===== config.mk =====
export PLATFORM = sky130hd
export DESIGN_NAME = grammar_token_lexer_core
export DESIGN_NICKNAME = d
export VERILOG_FILES = /design/src/design/gtl_pkg.sv /design/src/design/gtl_front.sv /design/src/design/gtl_queue.sv /design/src/design/gtl_back.sv /design/src/design/grammar_token_lexer_core.sv
export SDC_FILE = /design/constraint.sdc
export NUM_CORES = 1
export LEC_CHECK = 0
export ABC_CLOCK_PERIOD_IN_PS = 4000
export BUFFER_PORTS_ARGS = -buffer_cell sky130_fd_sc_hd__buf_2
export CAP_MARGIN = 20
export CORE_MARGIN = 3
export CORE_UTILIZATION = 35
export CTS_CLUSTER_SIZE = 14
export DETAILED_ROUTE_END_ITERATION = 8
export MAX_ROUTING_LAYER = met4
export REMOVE_ABC_BUFFERS = 1
export SLEW_MARGIN = 20
export SYNTH_ARGS = -nofsm -noshare
export SYNTH_HDL_FRONTEND = slang
export SYNTH_SLANG_ARGS = --single-unit

===== constraint.sdc =====
create_clock -name clk -period 4 [get_ports clk]
set_input_delay 0.4 -clock clk [delete_from_list [all_inputs] [get_ports clk]]
set_output_delay 0.4 -clock clk [all_outputs]
set_load 0.1 [all_outputs]

===== src/design/gtl_pkg.sv =====
// Shared types and constants for the grammar token lexer.
package gtl_pkg;

	localparam int WORD_LEN_MAX_DEF = 255;
	localparam int QUEUE_DEPTH_DEF  = 4;

	localparam logic [3:0] K_ID    = 4'd0;
	localparam logic [3:0] K_EPS   = 4'd1;
	localparam logic [3:0] K_RULES = 4'd2;
	localparam logic [3:0] K_TERM  = 4'd3;
	localparam logic [3:0] K_ARROW = 4'd4;
	localparam logic [3:0] K_COMMA = 4'd5;
	localparam logic [3:0] K_LCURL = 4'd6;
	localparam logic [3:0] K_RCURL = 4'd7;
	localparam logic [3:0] K_BAR   = 4'd8;
	localparam logic [3:0] K_SEMI  = 4'd9;
	localparam logic [3:0] K_EOF   = 4'd10;
	localparam logic [3:0] K_ERR   = 4'd11;

	typedef struct packed {
		logic [3:0]  kind;
		logic [15:0] line;
		logic [7:0]  len;
		logic [7:0]  chr;
	} token_t;

	// one queue entry: the tokens caused by one input transaction
	typedef struct packed {
		logic   two;
		token_t t0;
		token_t t1;
	} tok_pair_t;

endpackage


===== src/design/gtl_front.sv =====
// Front end: classifies each character, keeps lexer state, builds token pairs.
module gtl_front #(
	parameter int WORD_LEN_MAX = gtl_pkg::WORD_LEN_MAX_DEF
) (
	input  logic              clk,
	input  logic              arst_n,
	input  logic              cfg_we,
	input  logic [15:0]       cfg_data,
	input  logic              in_acc,
	input  logic [7:0]        char_code,
	input  logic              end_mark,
	output logic              push,
	output gtl_pkg::tok_pair_t entry
);
	import gtl_pkg::*;

	localparam int WLEN_W = $clog2(WORD_LEN_MAX + 1);
	localparam logic [55:0] EPS_TXT   = "EPSILON";
	localparam logic [39:0] RULES_TXT = "Rules";
	localparam logic [71:0] TERM_TXT  = "Terminals";

	logic              in_word_q, in_word_n;
	logic [WLEN_W-1:0] wlen_q, wlen_n;
	logic [15:0]       wline_q, wline_n;
	logic [2:0]        alive_q, alive_n;
	logic              dash_q, dash_n;
	logic [15:0]       line_q, line_n;

	logic              alnum, gt;
	logic [WLEN_W+7:0] wext;
	token_t            word_tok, pre_tok, sec_tok, pc_tok;
	logic              pre_v, sec_v, pc_en, pc_emit, pc_nl, pc_dash, pc_start, add;
	logic [WLEN_W-1:0] pos;
	logic [2:0]        base_alive, hit;
	logic [3:0]        p;

	always_comb begin
		alnum = (char_code >= "a" && char_code <= "z") ||
			(char_code >= "A" && char_code <= "Z") ||
			(char_code >= "0" && char_code <= "9");
		gt = (char_code == ">");

		wext = {8'd0, wlen_q};
		word_tok.kind = K_ID;
		if (alive_q[0] && wlen_q == WLEN_W'(7))
			word_tok.kind = K_EPS;
		if (alive_q[1] && wlen_q == WLEN_W'(5))
			word_tok.kind = K_RULES;
		if (alive_q[2] && wlen_q == WLEN_W'(9))
			word_tok.kind = K_TERM;
		word_tok.line = wline_q;
		word_tok.len  = (wext > (WLEN_W+8)'(255)) ? 8'hFF : wext[7:0];
		word_tok.chr  = 8'd0;

		if (dash_q) begin
			pre_tok = '{kind: K_ERR, line: line_q, len: 8'd0, chr: "-"};
			pre_v   = end_mark || !gt;
		end else begin
			pre_tok = word_tok;
			pre_v   = in_word_q && (end_mark || !alnum);
		end

		pc_en    = !end_mark && !(dash_q && gt) && !(in_word_q && alnum);
		pc_emit  = 1'b0;
		pc_nl    = 1'b0;
		pc_dash  = 1'b0;
		pc_start = 1'b0;
		pc_tok   = '{kind: K_ERR, line: line_q, len: 8'd0, chr: char_code};
		case (char_code)
			" ": ;
			8'd10, 8'd0: pc_nl = 1'b1;
			"-": pc_dash = 1'b1;
			",": begin pc_emit = 1'b1; pc_tok.kind = K_COMMA; end
			"{": begin pc_emit = 1'b1; pc_tok.kind = K_LCURL; end
			"}": begin pc_emit = 1'b1; pc_tok.kind = K_RCURL; end
			"|": begin pc_emit = 1'b1; pc_tok.kind = K_BAR; end
			";": begin pc_emit = 1'b1; pc_tok.kind = K_SEMI; end
			default: begin
				if (alnum)
					pc_start = 1'b1;
				else
					pc_emit = 1'b1;
			end
		endcase

		sec_v   = 1'b0;
		sec_tok = pc_tok;
		if (end_mark) begin
			sec_v   = 1'b1;
			sec_tok = '{kind: K_EOF, line: line_q, len: 8'd0, chr: 8'd0};
		end else if (dash_q && gt) begin
			sec_v   = 1'b1;
			sec_tok = '{kind: K_ARROW, line: line_q, len: 8'd0, chr: 8'd0};
		end else if (pc_en && pc_emit) begin
			sec_v = 1'b1;
		end

		push = in_acc && (pre_v || sec_v);
		entry.two = pre_v && sec_v;
		entry.t0  = pre_v ? pre_tok : sec_tok;
		entry.t1  = sec_tok;

		// keyword tracking for the character being appended
		add        = (!end_mark && in_word_q && alnum) || (pc_en && pc_start);
		pos        = (pc_en && pc_start) ? '0 : wlen_q;
		base_alive = (pc_en && pc_start) ? 3'b111 : alive_q;
		p          = pos[3:0];
		hit[0] = (pos < WLEN_W'(7)) ? (char_code == EPS_TXT[8*(6-int'(p)) +: 8]) : 1'b0;
		hit[1] = (pos < WLEN_W'(5)) ? (char_code == RULES_TXT[8*(4-int'(p)) +: 8]) : 1'b0;
		hit[2] = (pos < WLEN_W'(9)) ? (char_code == TERM_TXT[8*(8-int'(p)) +: 8]) : 1'b0;

		in_word_n = in_word_q;
		wlen_n    = wlen_q;
		wline_n   = wline_q;
		alive_n   = alive_q;
		dash_n    = dash_q;
		line_n    = line_q;
		if (end_mark) begin
			in_word_n = 1'b0;
			wlen_n    = '0;
			alive_n   = 3'b000;
			dash_n    = 1'b0;
		end else begin
			dash_n = 1'b0;
			if (in_word_q && !alnum) begin
				in_word_n = 1'b0;
				wlen_n    = '0;
				alive_n   = 3'b000;
			end
			if (pc_en && pc_nl && line_q != 16'hFFFF)
				line_n = line_q + 16'd1;
			if (pc_en && pc_dash)
				dash_n = 1'b1;
			if (pc_en && pc_start) begin
				in_word_n = 1'b1;
				wline_n   = line_q;
			end
			if (add) begin
				alive_n = base_alive & hit;
				wlen_n  = (pos < WLEN_W'(WORD_LEN_MAX)) ? pos + WLEN_W'(1) : pos;
			end
		end
	end

	always_ff @(posedge clk or negedge arst_n) begin
		if (!arst_n) begin
			in_word_q <= 1'b0;
			wlen_q    <= '0;
			wline_q   <= 16'd0;
			alive_q   <= 3'b000;
			dash_q    <= 1'b0;
			line_q    <= 16'd1;
		end else if (cfg_we) begin
			line_q <= cfg_data;
		end else if (in_acc) begin
			in_word_q <= in_word_n;
			wlen_q    <= wlen_n;
			wline_q   <= wline_n;
			alive_q   <= alive_n;
			dash_q    <= dash_n;
			line_q    <= line_n;
		end
	end

endmodule


===== src/design/gtl_queue.sv =====
// Short queue of token pairs between front end and back end.
module gtl_queue #(
	parameter int DEPTH = gtl_pkg::QUEUE_DEPTH_DEF
) (
	input  logic               clk,
	input  logic               arst_n,
	input  logic               push,
	input  gtl_pkg::tok_pair_t wr_entry,
	input  logic               pop,
	output gtl_pkg::tok_pair_t head,
	output logic               full,
	output logic               empty
);
	import gtl_pkg::*;

	localparam int PTR_W = (DEPTH > 1) ? $clog2(DEPTH) : 1;
	localparam int CNT_W = $clog2(DEPTH + 1);

	tok_pair_t        mem [DEPTH];
	logic [PTR_W-1:0] wr_ptr_q, rd_ptr_q;
	logic [CNT_W-1:0] count_q;

	assign full  = (count_q == CNT_W'(DEPTH));
	assign empty = (count_q == '0);
	assign head  = mem[rd_ptr_q];

	always_ff @(posedge clk) begin
		if (push)
			mem[wr_ptr_q] <= wr_entry;
	end

	always_ff @(posedge clk or negedge arst_n) begin
		if (!arst_n) begin
			wr_ptr_q <= '0;
			rd_ptr_q <= '0;
			count_q  <= '0;
		end else begin
			if (push)
				wr_ptr_q <= (wr_ptr_q == PTR_W'(DEPTH - 1)) ? '0 : wr_ptr_q + PTR_W'(1);
			if (pop)
				rd_ptr_q <= (rd_ptr_q == PTR_W'(DEPTH - 1)) ? '0 : rd_ptr_q + PTR_W'(1);
			if (push && !pop)
				count_q <= count_q + CNT_W'(1);
			else if (pop && !push)
				count_q <= count_q - CNT_W'(1);
		end
	end

endmodule


===== src/design/gtl_back.sv =====
// Back end: splits token pairs and drives the registered output stream.
module gtl_back (
	input  logic               clk,
	input  logic               arst_n,
	input  gtl_pkg::tok_pair_t head,
	input  logic               empty,
	output logic               pop,
	output logic               out_valid,
	input  logic               out_ready,
	output gtl_pkg::token_t    out_tok,
	output logic               out_last
);
	import gtl_pkg::*;

	logic   phase_q;
	logic   valid_q;
	logic   last_q;
	token_t tok_q;
	logic   load;

	assign load      = (!valid_q || out_ready) && !empty;
	assign pop       = load && (phase_q || !head.two);
	assign out_valid = valid_q;
	assign out_tok   = tok_q;
	assign out_last  = last_q;

	always_ff @(posedge clk or negedge arst_n) begin
		if (!arst_n) begin
			phase_q <= 1'b0;
			valid_q <= 1'b0;
		end else begin
			if (load) begin
				valid_q <= 1'b1;
				phase_q <= !phase_q && head.two;
			end else if (out_ready) begin
				valid_q <= 1'b0;
			end
		end
	end

	always_ff @(posedge clk) begin
		if (load) begin
			tok_q  <= phase_q ? head.t1 : head.t0;
			last_q <= phase_q || !head.two;
		end
	end

endmodule


===== src/design/grammar_token_lexer_core.sv =====
// Top level of the grammar token lexer.
// Input stream: s_axis_tdata carries one character, s_axis_tuser marks end of input
// (the character is then ignored). One input transaction is taken per clock while
// s_axis_tready is high; a transaction gives zero, one or two tokens.
// Output stream: m_axis_tdata holds line, identifier length and character of a
// token, m_axis_tuser its kind, m_axis_tlast flags the last token of one input.
// From input to first token, the queue entry is written at the accepting edge and
// the output register is then loaded from it; the queue holds four
// token pairs.
// Output runs at one token per cycle while m_axis_tready is high; inputs that
// give two tokens send them one after the other, so the queue fills and
// s_axis_tready drops when the receiver stalls or many inputs produce pairs.
// With a free receiver and single tokens the block takes one character per cycle.
// cfg_we loads the line counter with cfg_data; write it only while idle.
// Reset clears the pending word and dash, empties the queue and sets the
// line counter to 1.
module grammar_token_lexer_core #(
	parameter int WORD_LEN_MAX = gtl_pkg::WORD_LEN_MAX_DEF,
	parameter int QUEUE_DEPTH  = gtl_pkg::QUEUE_DEPTH_DEF
) (
	input  logic        clk,
	input  logic        arst_n,
	input  logic        cfg_we,
	input  logic [15:0] cfg_data,
	input  logic        s_axis_tvalid,
	output logic        s_axis_tready,
	input  logic [7:0]  s_axis_tdata,  // char_code[7:0]
	input  logic        s_axis_tuser,  // end_mark
	output logic        m_axis_tvalid,
	input  logic        m_axis_tready,
	output logic [31:0] m_axis_tdata,  // token_line[15:0], word_len[23:16], token_char[31:24]
	output logic [3:0]  m_axis_tuser,  // token_kind[3:0]
	output logic        m_axis_tlast   // last_of_run
);
	import gtl_pkg::*;

	logic      in_acc, push, pop, q_full, q_empty;
	tok_pair_t wr_entry, head;
	token_t    out_tok;

	assign s_axis_tready = !q_full;
	assign in_acc        = s_axis_tvalid && s_axis_tready;

	gtl_front #(.WORD_LEN_MAX(WORD_LEN_MAX)) u_front (
		.clk       (clk),
		.arst_n    (arst_n),
		.cfg_we    (cfg_we),
		.cfg_data  (cfg_data),
		.in_acc    (in_acc),
		.char_code (s_axis_tdata),
		.end_mark  (s_axis_tuser),
		.push      (push),
		.entry     (wr_entry)
	);

	gtl_queue #(.DEPTH(QUEUE_DEPTH)) u_queue (
		.clk      (clk),
		.arst_n   (arst_n),
		.push     (push),
		.wr_entry (wr_entry),
		.pop      (pop),
		.head     (head),
		.full     (q_full),
		.empty    (q_empty)
	);

	gtl_back u_back (
		.clk       (clk),
		.arst_n    (arst_n),
		.head      (head),
		.empty     (q_empty),
		.pop       (pop),
		.out_valid (m_axis_tvalid),
		.out_ready (m_axis_tready),
		.out_tok   (out_tok),
		.out_last  (m_axis_tlast)
	);

	assign m_axis_tdata = {out_tok.chr, out_tok.len, out_tok.line};
	assign m_axis_tuser = out_tok.kind;

	a_pop_nonempty: assert property (@(posedge clk) disable iff (!arst_n)
		pop |-> !q_empty)
		else $error("queue popped while empty");

	a_push_room: assert property (@(posedge clk) disable iff (!arst_n)
		push |-> !q_full)
		else $error("queue pushed while full");

	a_eof_last: assert property (@(posedge clk) disable iff (!arst_n)
		(m_axis_tvalid && m_axis_tuser == K_EOF) |-> m_axis_tlast)
		else $error("end-of-file token not last of its transaction");

	a_len_only_words: assert property (@(posedge clk) disable iff (!arst_n)
		(m_axis_tvalid && m_axis_tdata[23:16] != 8'd0) |->
		(m_axis_tuser == K_ID || m_axis_tuser == K_EPS ||
		 m_axis_tuser == K_RULES || m_axis_tuser == K_TERM))
		else $error("length on a non-identifier token");

endmodule

After elaboration in Yosys (flattened, before gate mapping)

Memories as Yosys holds them, arrays and structs flattened.
Cells that the tools add are included.

Word-level logic and storage cells: 174
Bits in writable memories: 292
Bits of input ports: 30
Memories: 1
Register bits: 91
Output and inout bits: 39

Reductions and logical operators: 64
$lt $le $gt $ge: 10
Bitwise gates (word level): 3
Eq/ne operators: 20
Shift-type cells: 3
Muxes and demuxes: 48
Add/subtract/negate cells: 9

Memories:

| name        | words | bits a word | read ports | clocked after memory_dff | wr ports | RTL line        | source |
|---|---|---|---|---|---|---|---|
| u_queue.mem | 4     | 73          | 1          | 0                        | 1        | gtl_queue.sv:19 | `tok_pair_t mem [DEPTH];` |

Operators with widths:

| kind                                                            | number |
|---|---|
| 2-to-1 mux 36 bit                                               | 5 |
| variable part select 72 x 32 -> 8 bit (first input constant)    | 1 |
| 2-to-1 mux 16 bit                                               | 4 |
| variable part select 56 x 32 -> 8 bit (first input constant)    | 1 |
| equality test 8 x 6 -> 1 bit (second input constant)            | 5 |
| 2-to-1 mux 8 bit                                                | 5 |
| variable part select 40 x 32 -> 8 bit (first input constant)    | 1 |
| logical AND 1 bit                                               | 27 |
| equality test 8 x 7 -> 1 bit (second input constant)            | 3 |
| equality test 8 bit                                             | 3 |
| 2-to-1 mux 1 bit                                                | 22 |
| case mux 4 bit (5 select lines)                                 | 1 |
| 2-to-1 mux 3 bit                                                | 6 |
| adder 16 x 1 -> 16 bit (second input constant)                  | 1 |
| equality test 8 x 3 -> 1 bit (second input constant)            | 2 |
| equality test 8 x 4 -> 1 bit (second input constant)            | 2 |
| >= comparator 8 x 7 -> 1 bit (second input constant)            | 2 |
| less-or-equal comparator 8 x 7 -> 1 bit (second input constant) | 2 |
| less-than comparator 8 x 3 -> 1 bit (second input constant)     | 2 |
| inequality test 16 bit (second input constant)                  | 1 |
| zero test 1 bit                                                 | 12 |
| subtractor 3 x 4 -> 5 bit (first input constant)                | 2 |
| AND reduction 3 bit                                             | 3 |
| OR reduction 9 bit                                              | 1 |
| other kinds (27)                                                | 43 |

Depth between registers and ports, before layout

Depth in word-level cells: 17
Depth in mapped cells: 17
Depth with buffers taken out: 14

Hierarchy

From an unflattened synthesis, not the netlist that was laid out.

Cell total of the unflattened synthesis: 1007
Area total of the unflattened synthesis: 16661.0 um^2

By module, submodules not included:

| module                   | seq. area each (um^2) | instances | area an instance (um^2) | cells an instance |
|---|---|---|---|---|
| gtl_queue                | 8943.6                | 1         | 10946.7                 | 418 |
| gtl_front                | 1127.3                | 1         | 3912.5                  | 500 |
| gtl_back                 | 1161.1                | 1         | 1791.7                  | 87 |
| grammar_token_lexer_core | 0.0                   | 1         | 10.0                    | 2 |

Worst setup path after synthesis

OpenSTA, ideal clock, no wires.

Kind: reg-to-reg
From: reg u_back.valid_q, in the netlist u_back.out_valid
To: reg u_queue.count_q[1]
Library setup time: 125 ps
Data required time: 3875 ps
Buffers on the path: 0
Slack: -286 ps
Arrival time: 4161 ps
Period minus slack after synthesis: 4286 ps
Stages on the path, launching flop included: 8
Path through: dfrtp_1 > a21oi_1 > and2_1 > inv_1 > ha_1 > inv_1 > fa_1 > mux2_2

Cells in the longest elaborated chain, start to end: 7
Elaborated cells on any way between the ends: 9
Those cells by class: mux: 1; reduce/logical: 8

Ends and longest elaborated chain:

| item                                                          | RTL line        | source |
|---|---|---|
| from (decl)                                                   | gtl_back.sv:16  | `logic valid_q;` |
| from (signal assigned)                                        | gtl_back.sv:30  | `valid_q <= 1'b0;` |
| from (signal assigned)                                        | gtl_back.sv:33  | `valid_q <= 1'b1;` |
| from (signal assigned)                                        | gtl_back.sv:36  | `valid_q <= 1'b0;` |
| zero test 1 bit (*)                                           | gtl_back.sv:21  | `assign load = (!valid_q \|\| out_ready) && !empty;` |
| logical OR 1 bit (*)                                          | gtl_back.sv:21  |  |
| logical AND 1 bit (*)                                         | gtl_back.sv:21  |  |
| named net u_back.load                                         | gtl_back.sv:19  | `logic load;` |
| logical AND 1 bit (*)                                         | gtl_back.sv:22  | `assign pop = load && (phase_q \|\| !head.two);` |
| zero test 1 bit                                               | gtl_queue.sv:42 | `if (push && !pop)` |
| logical AND 1 bit                                             | gtl_queue.sv:42 |  |
| 2-to-1 mux 3 bit / nonzero test 2 bit (equally long branches) | n/a             |  |
| to (signal assigned)                                          | gtl_queue.sv:43 | `count_q <= count_q + CNT_W'(1);` |
| to (signal assigned)                                          | gtl_queue.sv:45 | `count_q <= count_q - CNT_W'(1);` |
| to (decl)                                                     | gtl_queue.sv:21 | `logic [CNT_W-1:0] count_q;` |

Mark *: on every way through the listed nets, which the timed path passes. The rest lies on a longest branch.
A chain may end at the register's enable or synchronous reset.

Worst setup path in the final report

From: reg u_front.in_word_q
To: reg u_front.alive_q[2]

Cells in the longest elaborated chain, start to end: 12
Elaborated cells on any way between the ends: 20
Those cells by class: add/sub: 1; order compare: 1; eq/ne: 1; shift: 1; mux: 5; bitwise: 1; reduce/logical: 10

Ends and longest elaborated chain:

| item                                  | RTL line                                             | source |
|---|---|---|
| from (decl)                           | gtl_front.sv:22                                      | `logic in_word_q, in_word_n;` |
| from (signal assigned)                | gtl_front.sv:156                                     | `in_word_q <= in_word_n;` |
| logical AND 1 bit                     | gtl_front.sv:63                                      | `pc_en = !end_mark && !(dash_q && gt) && !(in_word_q && alnum);` |
| zero test 1 bit                       | gtl_front.sv:63                                      |  |
| logical AND 1 bit                     | gtl_front.sv:63                                      |  |
| logical AND 1 bit                     | gtl_front.sv:104, gtl_front.sv:105, gtl_front.sv:106 |  |
| 2-to-1 mux 8 bit                      | gtl_front.sv:105                                     | `pos = (pc_en && pc_start) ? '0 : wlen_q;` |
| subtractor 4 x 4 -> 5 bit             | gtl_front.sv:110                                     | `hit[2] = (pos < WLEN_W'(9)) ? (char_code == TERM_TXT[8*(8-int'(p)) +: 8]) : 1'b0;` |
| variable part select 72 x 32 -> 8 bit | gtl_front.sv:110                                     |  |
| equality test 8 bit                   | gtl_front.sv:110                                     |  |
| 2-to-1 mux 1 bit                      | gtl_front.sv:110                                     |  |
| AND 3 bit                             | gtl_front.sv:139                                     | `alive_n = base_alive & hit;` |
| 2-to-1 mux 3 bit                      | gtl_front.sv:138                                     | `if (add) begin` |
| 2-to-1 mux 3 bit                      | gtl_front.sv:118                                     | `if (end_mark) begin` |
| to (signal assigned)                  | gtl_front.sv:159                                     | `alive_q <= alive_n;` |
| to (decl)                             | gtl_front.sv:25                                      | `logic [2:0] alive_q, alive_n;` |

Several ways; a longest one is shown, not always the timed one.

==> impl_results.rst <==
.. list-table::
   :header-rows: 1

   * - Metric
     - Value
   * - Die Y
     - 215 µm
   * - Core Box Area
     - 43,200 µm²
   * - GR Util All Layers
     - 15.0%
   * - Hold Path Class
     - input pin to register
   * - Area Overhead vs Synth
     - 15.0%
   * - Proportion of synthesized flip-flops having asynchronous set or reset
     - 15.4%
   * - Iteration count of the initial detailed-routing pass
     - 5
   * - Period Utilization, post-route
     - 79.1%
   * - Clock root buffer master
     - sky130_fd_sc_hd__clkbuf_16
   * - Number of cells traversed by the worst register-to-register path
     - 13
   * - Count of final max-slew check failures
     - 0
   * - Worst IR drop on VDD
     - 0.000371 V
   * - CP Class
     - register to register
   * - Clock tree from TritonCTS
     - built
   * - TritonCTS Buffers
     - 38
   * - Estimated wirelength of the detail-placed design
     - 21.2 mm
   * - Die outline area
     - 46,300 µm²
   * - Count of synthesis-stage warnings from yosys
     - 0
   * - Worst path required time
     - 4.41 ns
   * - Maximum count of clock buffers along a single path
     - 3
   * - Worst Tran Pin Value
     - 1.04 ns
   * - Antenna Cells
     - 0
   * - Vias in the first global route
     - 8,860
   * - First-pass GRT wire length
     - 52.5 mm
   * - Register bit total from synthesis
     - 351
   * - Worst setup SP type
     - register
   * - Antenna violations before repair
     - 0
   * - Post-detailed-route DRC marker count
     - 0
   * - Number of flops mapped to enable cells by yosys
     - 297
   * - F_max
     - 316 MHz
   * - Unique cell type count in the Yosys netlist
     - 72
   * - Number of nets still failing antenna checks after routing
     - 0
   * - Port-buffer cells
     - 68
   * - Synth Instances
     - 976
   * - Maximum level of the CTS H-tree
     - 2
   * - Global-route congestion overflow total
     - 0
   * - Number of gates resized after CTS
     - 0
   * - Mean cell area of the mapped netlist
     - 15.7 µm²
   * - Cell depth of the worst hold path
     - 2
   * - Number of endpoints with negative hold slack in the final report
     - 0
   * - Detailed-route vias per instance
     - 5.13
   * - Setup repair after global routing missed its margin
     - false
   * - Number of failing setup endpoints in the final timing report
     - 0
   * - Pre-CTS worst setup slack
     - 0.524 ns
   * - Setup Skew
     - 0.0285 ns
   * - Initial standard-cell utilization of the core
     - 35.5%
   * - Leakage power summed over all cells
     - 6.15 nW
   * - Clock network latency to the later pin of the worst-skew pair
     - 0.53 ns
   * - Main flop type after synthesis
     - sky130_fd_sc_hd__edfxtp_1
   * - Final estimated routing congestion in global placement
     - 0.874
   * - Average wire per standard cell
     - 20.3 µm
   * - Status
     - finished, final reports clean
   * - Number of nets in the layout
     - 1,097
   * - Register area share after synthesis
     - 67.0%
   * - Io pins
     - 69
   * - Detailed-route wire length
     - 33.8 mm
   * - Data arrival time of the critical path
     - 3.57 ns
   * - Setup slack after layout
     - 0.837 ns
   * - Worst-case headroom to the max-slew limit
     - 30.6%
   * - CP Capture Type
     - register
   * - PD cells
     - 762 nW/µm²
   * - Min cycle time layout
     - 3.16 ns
   * - Ratio of cells with drive above 1 in the final layout
     - 28.2%
   * - Combined area of all synthesized cells
     - 15,300 µm²
   * - Via count of the routed design
     - 8,568
   * - Number of DRC markers after the initial detailed-route iteration
     - 780
   * - Layout fillers
     - 4,005
   * - Maximum fanout encountered on the critical timing path
     - 12
   * - Total Power Consumption
     - 13.4 mW
   * - Clock Sink Count
     - 351
   * - Standard-cell row count
     - 76
   * - Count of maximum capacitance violations
     - 0
   * - Utilization after layout
     - 40.8%
   * - Largest net degree at the start of global routing
     - 67
   * - Die extent in x
     - 215 µm
   * - Non-Filler Instances
     - 1,670
   * - Clock-pin slew on the worst setup and hold paths
     - 0.06 ns
   * - Total placed cells including tap cells
     - 1,601
worst paths after layout:
path,endpoint,startpoint,slack [ns]
worst max-delay path,u_front.alive_q[2],u_front.in_word_q,0.84
min in group asynchronous,u_back.out_valid,arst_n,0.50
max in group asynchronous,u_front.line_q[0],arst_n,2.63
worst max register to register,u_front.alive_q[2],u_front.in_word_q,0.84
worst min register to register,u_queue.count_q[2],u_queue.count_q[2],0.49
worst min-delay path,u_back.out_valid,m_axis_tready,0.08
per-stage QoR:
| stage | setup TNS [ns] | hold slack, ns | cell area (µm²) |
|---|---|---|---|
| 2_1_floorplan | -1.39 | 0.104 | 15100 |
| 3_3_place_gp | 0 | 0.464 | 16400 |
| 3_5_place_dp | 0 | 0.479 | 16400 |
| 4_1_cts | 0 | 0.0588 | 17600 |
| 5_1_grt | 0 | 0.0745 | 17600 |
| 6_report | 0 | 0.0791 | 17600 |
cell families after synthesis:
family                   after synthesis  share of synthesized area [%]
multiplexers                         134                           14.6
AO/OA/AOI/OAI                        133                           5.93
XOR/XNOR                              30                           1.71
adder cells (fa/ha/maj)               10                          0.865
flip-flops                           351                           67.0
AND/OR/NAND/NOR                      241                           7.82
buffers and inverters                 77                           2.06
worst max-delay path, stage by stage (launching register included):
cell	delay, ns
sky130_fd_sc_hd__dfrtp_1	0.47
sky130_fd_sc_hd__nor2_1	0.18
sky130_fd_sc_hd__nand4_1	0.20
sky130_fd_sc_hd__nand2_1	0.20
sky130_fd_sc_hd__inv_1	0.06
sky130_fd_sc_hd__ha_1	0.44
sky130_fd_sc_hd__nor2b_1	0.34
sky130_fd_sc_hd__nor2_1	0.11
sky130_fd_sc_hd__mux2i_1	0.17
sky130_fd_sc_hd__a21oi_1	0.10
sky130_fd_sc_hd__a31o_2	0.25
sky130_fd_sc_hd__nor4b_1	0.14
sky130_fd_sc_hd__a311oi_1	0.29
sky130_fd_sc_hd__o31ai_1	0.11
repair_timing:
item                      4_1_cts  5_1_grt
buffers inserted                0        0
hold buffers                    1        0
hold endpoints to repair       15        0
cell usage in the layout (no fill, tap or decap), drive strengths merged, types with 3 or more instances in the layout:
| master | synthesis | final |
|---|---|---|
| edfxtp | 297 | 297 |
| buf | 21 | 98 |
| nand2 | 78 | 78 |
| mux4 | 65 | 65 |
| mux2 | 65 | 65 |
| dfrtp | 53 | 53 |
| o21ai | 50 | 50 |
| clkbuf | 37 | 49 |
| nor2 | 38 | 38 |
| a21oi | 25 | 25 |
| and2 | 21 | 21 |
| nand3 | 20 | 20 |
| nor3 | 20 | 20 |
| nor2b | 20 | 20 |
| inv | 18 | 20 |
| xor2 | 17 | 17 |
| clkinv | 1 | 15 |
| xnor2 | 13 | 13 |
| and3 | 10 | 10 |
| nand2b | 9 | 9 |
| ha | 9 | 9 |
| nand4 | 8 | 8 |
| a22o | 6 | 6 |
| nor4 | 5 | 5 |
| o31ai | 4 | 4 |
| a31o | 4 | 4 |
| mux2i | 4 | 4 |
| o22ai | 4 | 4 |
| a31oi | 4 | 4 |
| a311oi | 3 | 3 |
| a211oi | 3 | 3 |
| o21a | 3 | 3 |
| o21bai | 3 | 3 |
| o41ai | 3 | 3 |
| o2111ai | 3 | 3 |
routing by layer:
metal / track usage, % / vias to the layer above / share of wire, %
li1: - / 3941 / -
met1: 19.4 / 4391 / 44
met2: 24.7 / 187 / 50
met3: 2.38 / 49 / 3.9
met4: 3.99 / 0 / 2.2
met5: - / - / 0
flip-flops by register name, indices dropped and copies added (netlist names), 2 cells and up:
signal / cells
u_front.wlen_q: 8
u_queue.count_q: 3
u_queue.mem: 260
u_front.wline_q: 16
u_queue.wr_ptr_q: 2
u_front.line_q: 16
u_front.alive_q: 3
u_queue.rd_ptr_q: 2
u_back.out_tok: 36
final cells by class:
class / count / area (µm²) / area share [%]
Clock inverter: 19 / 154 / 0.873
Inverter: 19 / 71.3 / 0.405
Multi-Input combinational cell: 548 / 4760 / 27.0
Tap cell: 585 / 732 / 4.15
Timing Repair Buffer: 99 / 613 / 3.48
Clock buffer: 49 / 1020 / 5.81
Sequential cell: 351 / 10300 / 58.3
cells in the mapped netlist, drive strengths merged (3+ instances only):
library cell / instances / area, µm²
dfrtp: 53 / 1330
o41ai: 3 / 45.1
a311oi: 3 / 26.3
nor2: 38 / 145
nor2b: 20 / 125
and3: 10 / 62.6
mux2i: 4 / 40.0
and2: 21 / 131
o21a: 3 / 22.5
buf: 21 / 105
a31oi: 4 / 40.0
a22o: 6 / 52.6
clkbuf: 37 / 139
ha: 9 / 113
a21oi: 25 / 136
mux2: 65 / 732
a31o: 4 / 35.0
o22ai: 4 / 25.0
inv: 18 / 67.6
nor4: 5 / 37.5
nand4: 8 / 50.1
nand2b: 9 / 56.3
o21ai: 50 / 250
nor3: 20 / 105
o21bai: 3 / 33.8
mux4: 65 / 1460
edfxtp: 297 / 8920
a211oi: 3 / 22.5
o31ai: 4 / 30.0
xnor2: 13 / 114
nand3: 20 / 100
xor2: 17 / 149
nand2: 78 / 295
o2111ai: 3 / 32.5
report_power, final:
part / internal [mW] / switching (mW)
registers: 5.09 / 0.293
logic: 1.56 / 3.18
clock network: 1.94 / 1.37
total: 8.59 / 4.84
Note: power is estimated with default switching activity, not from simulation.
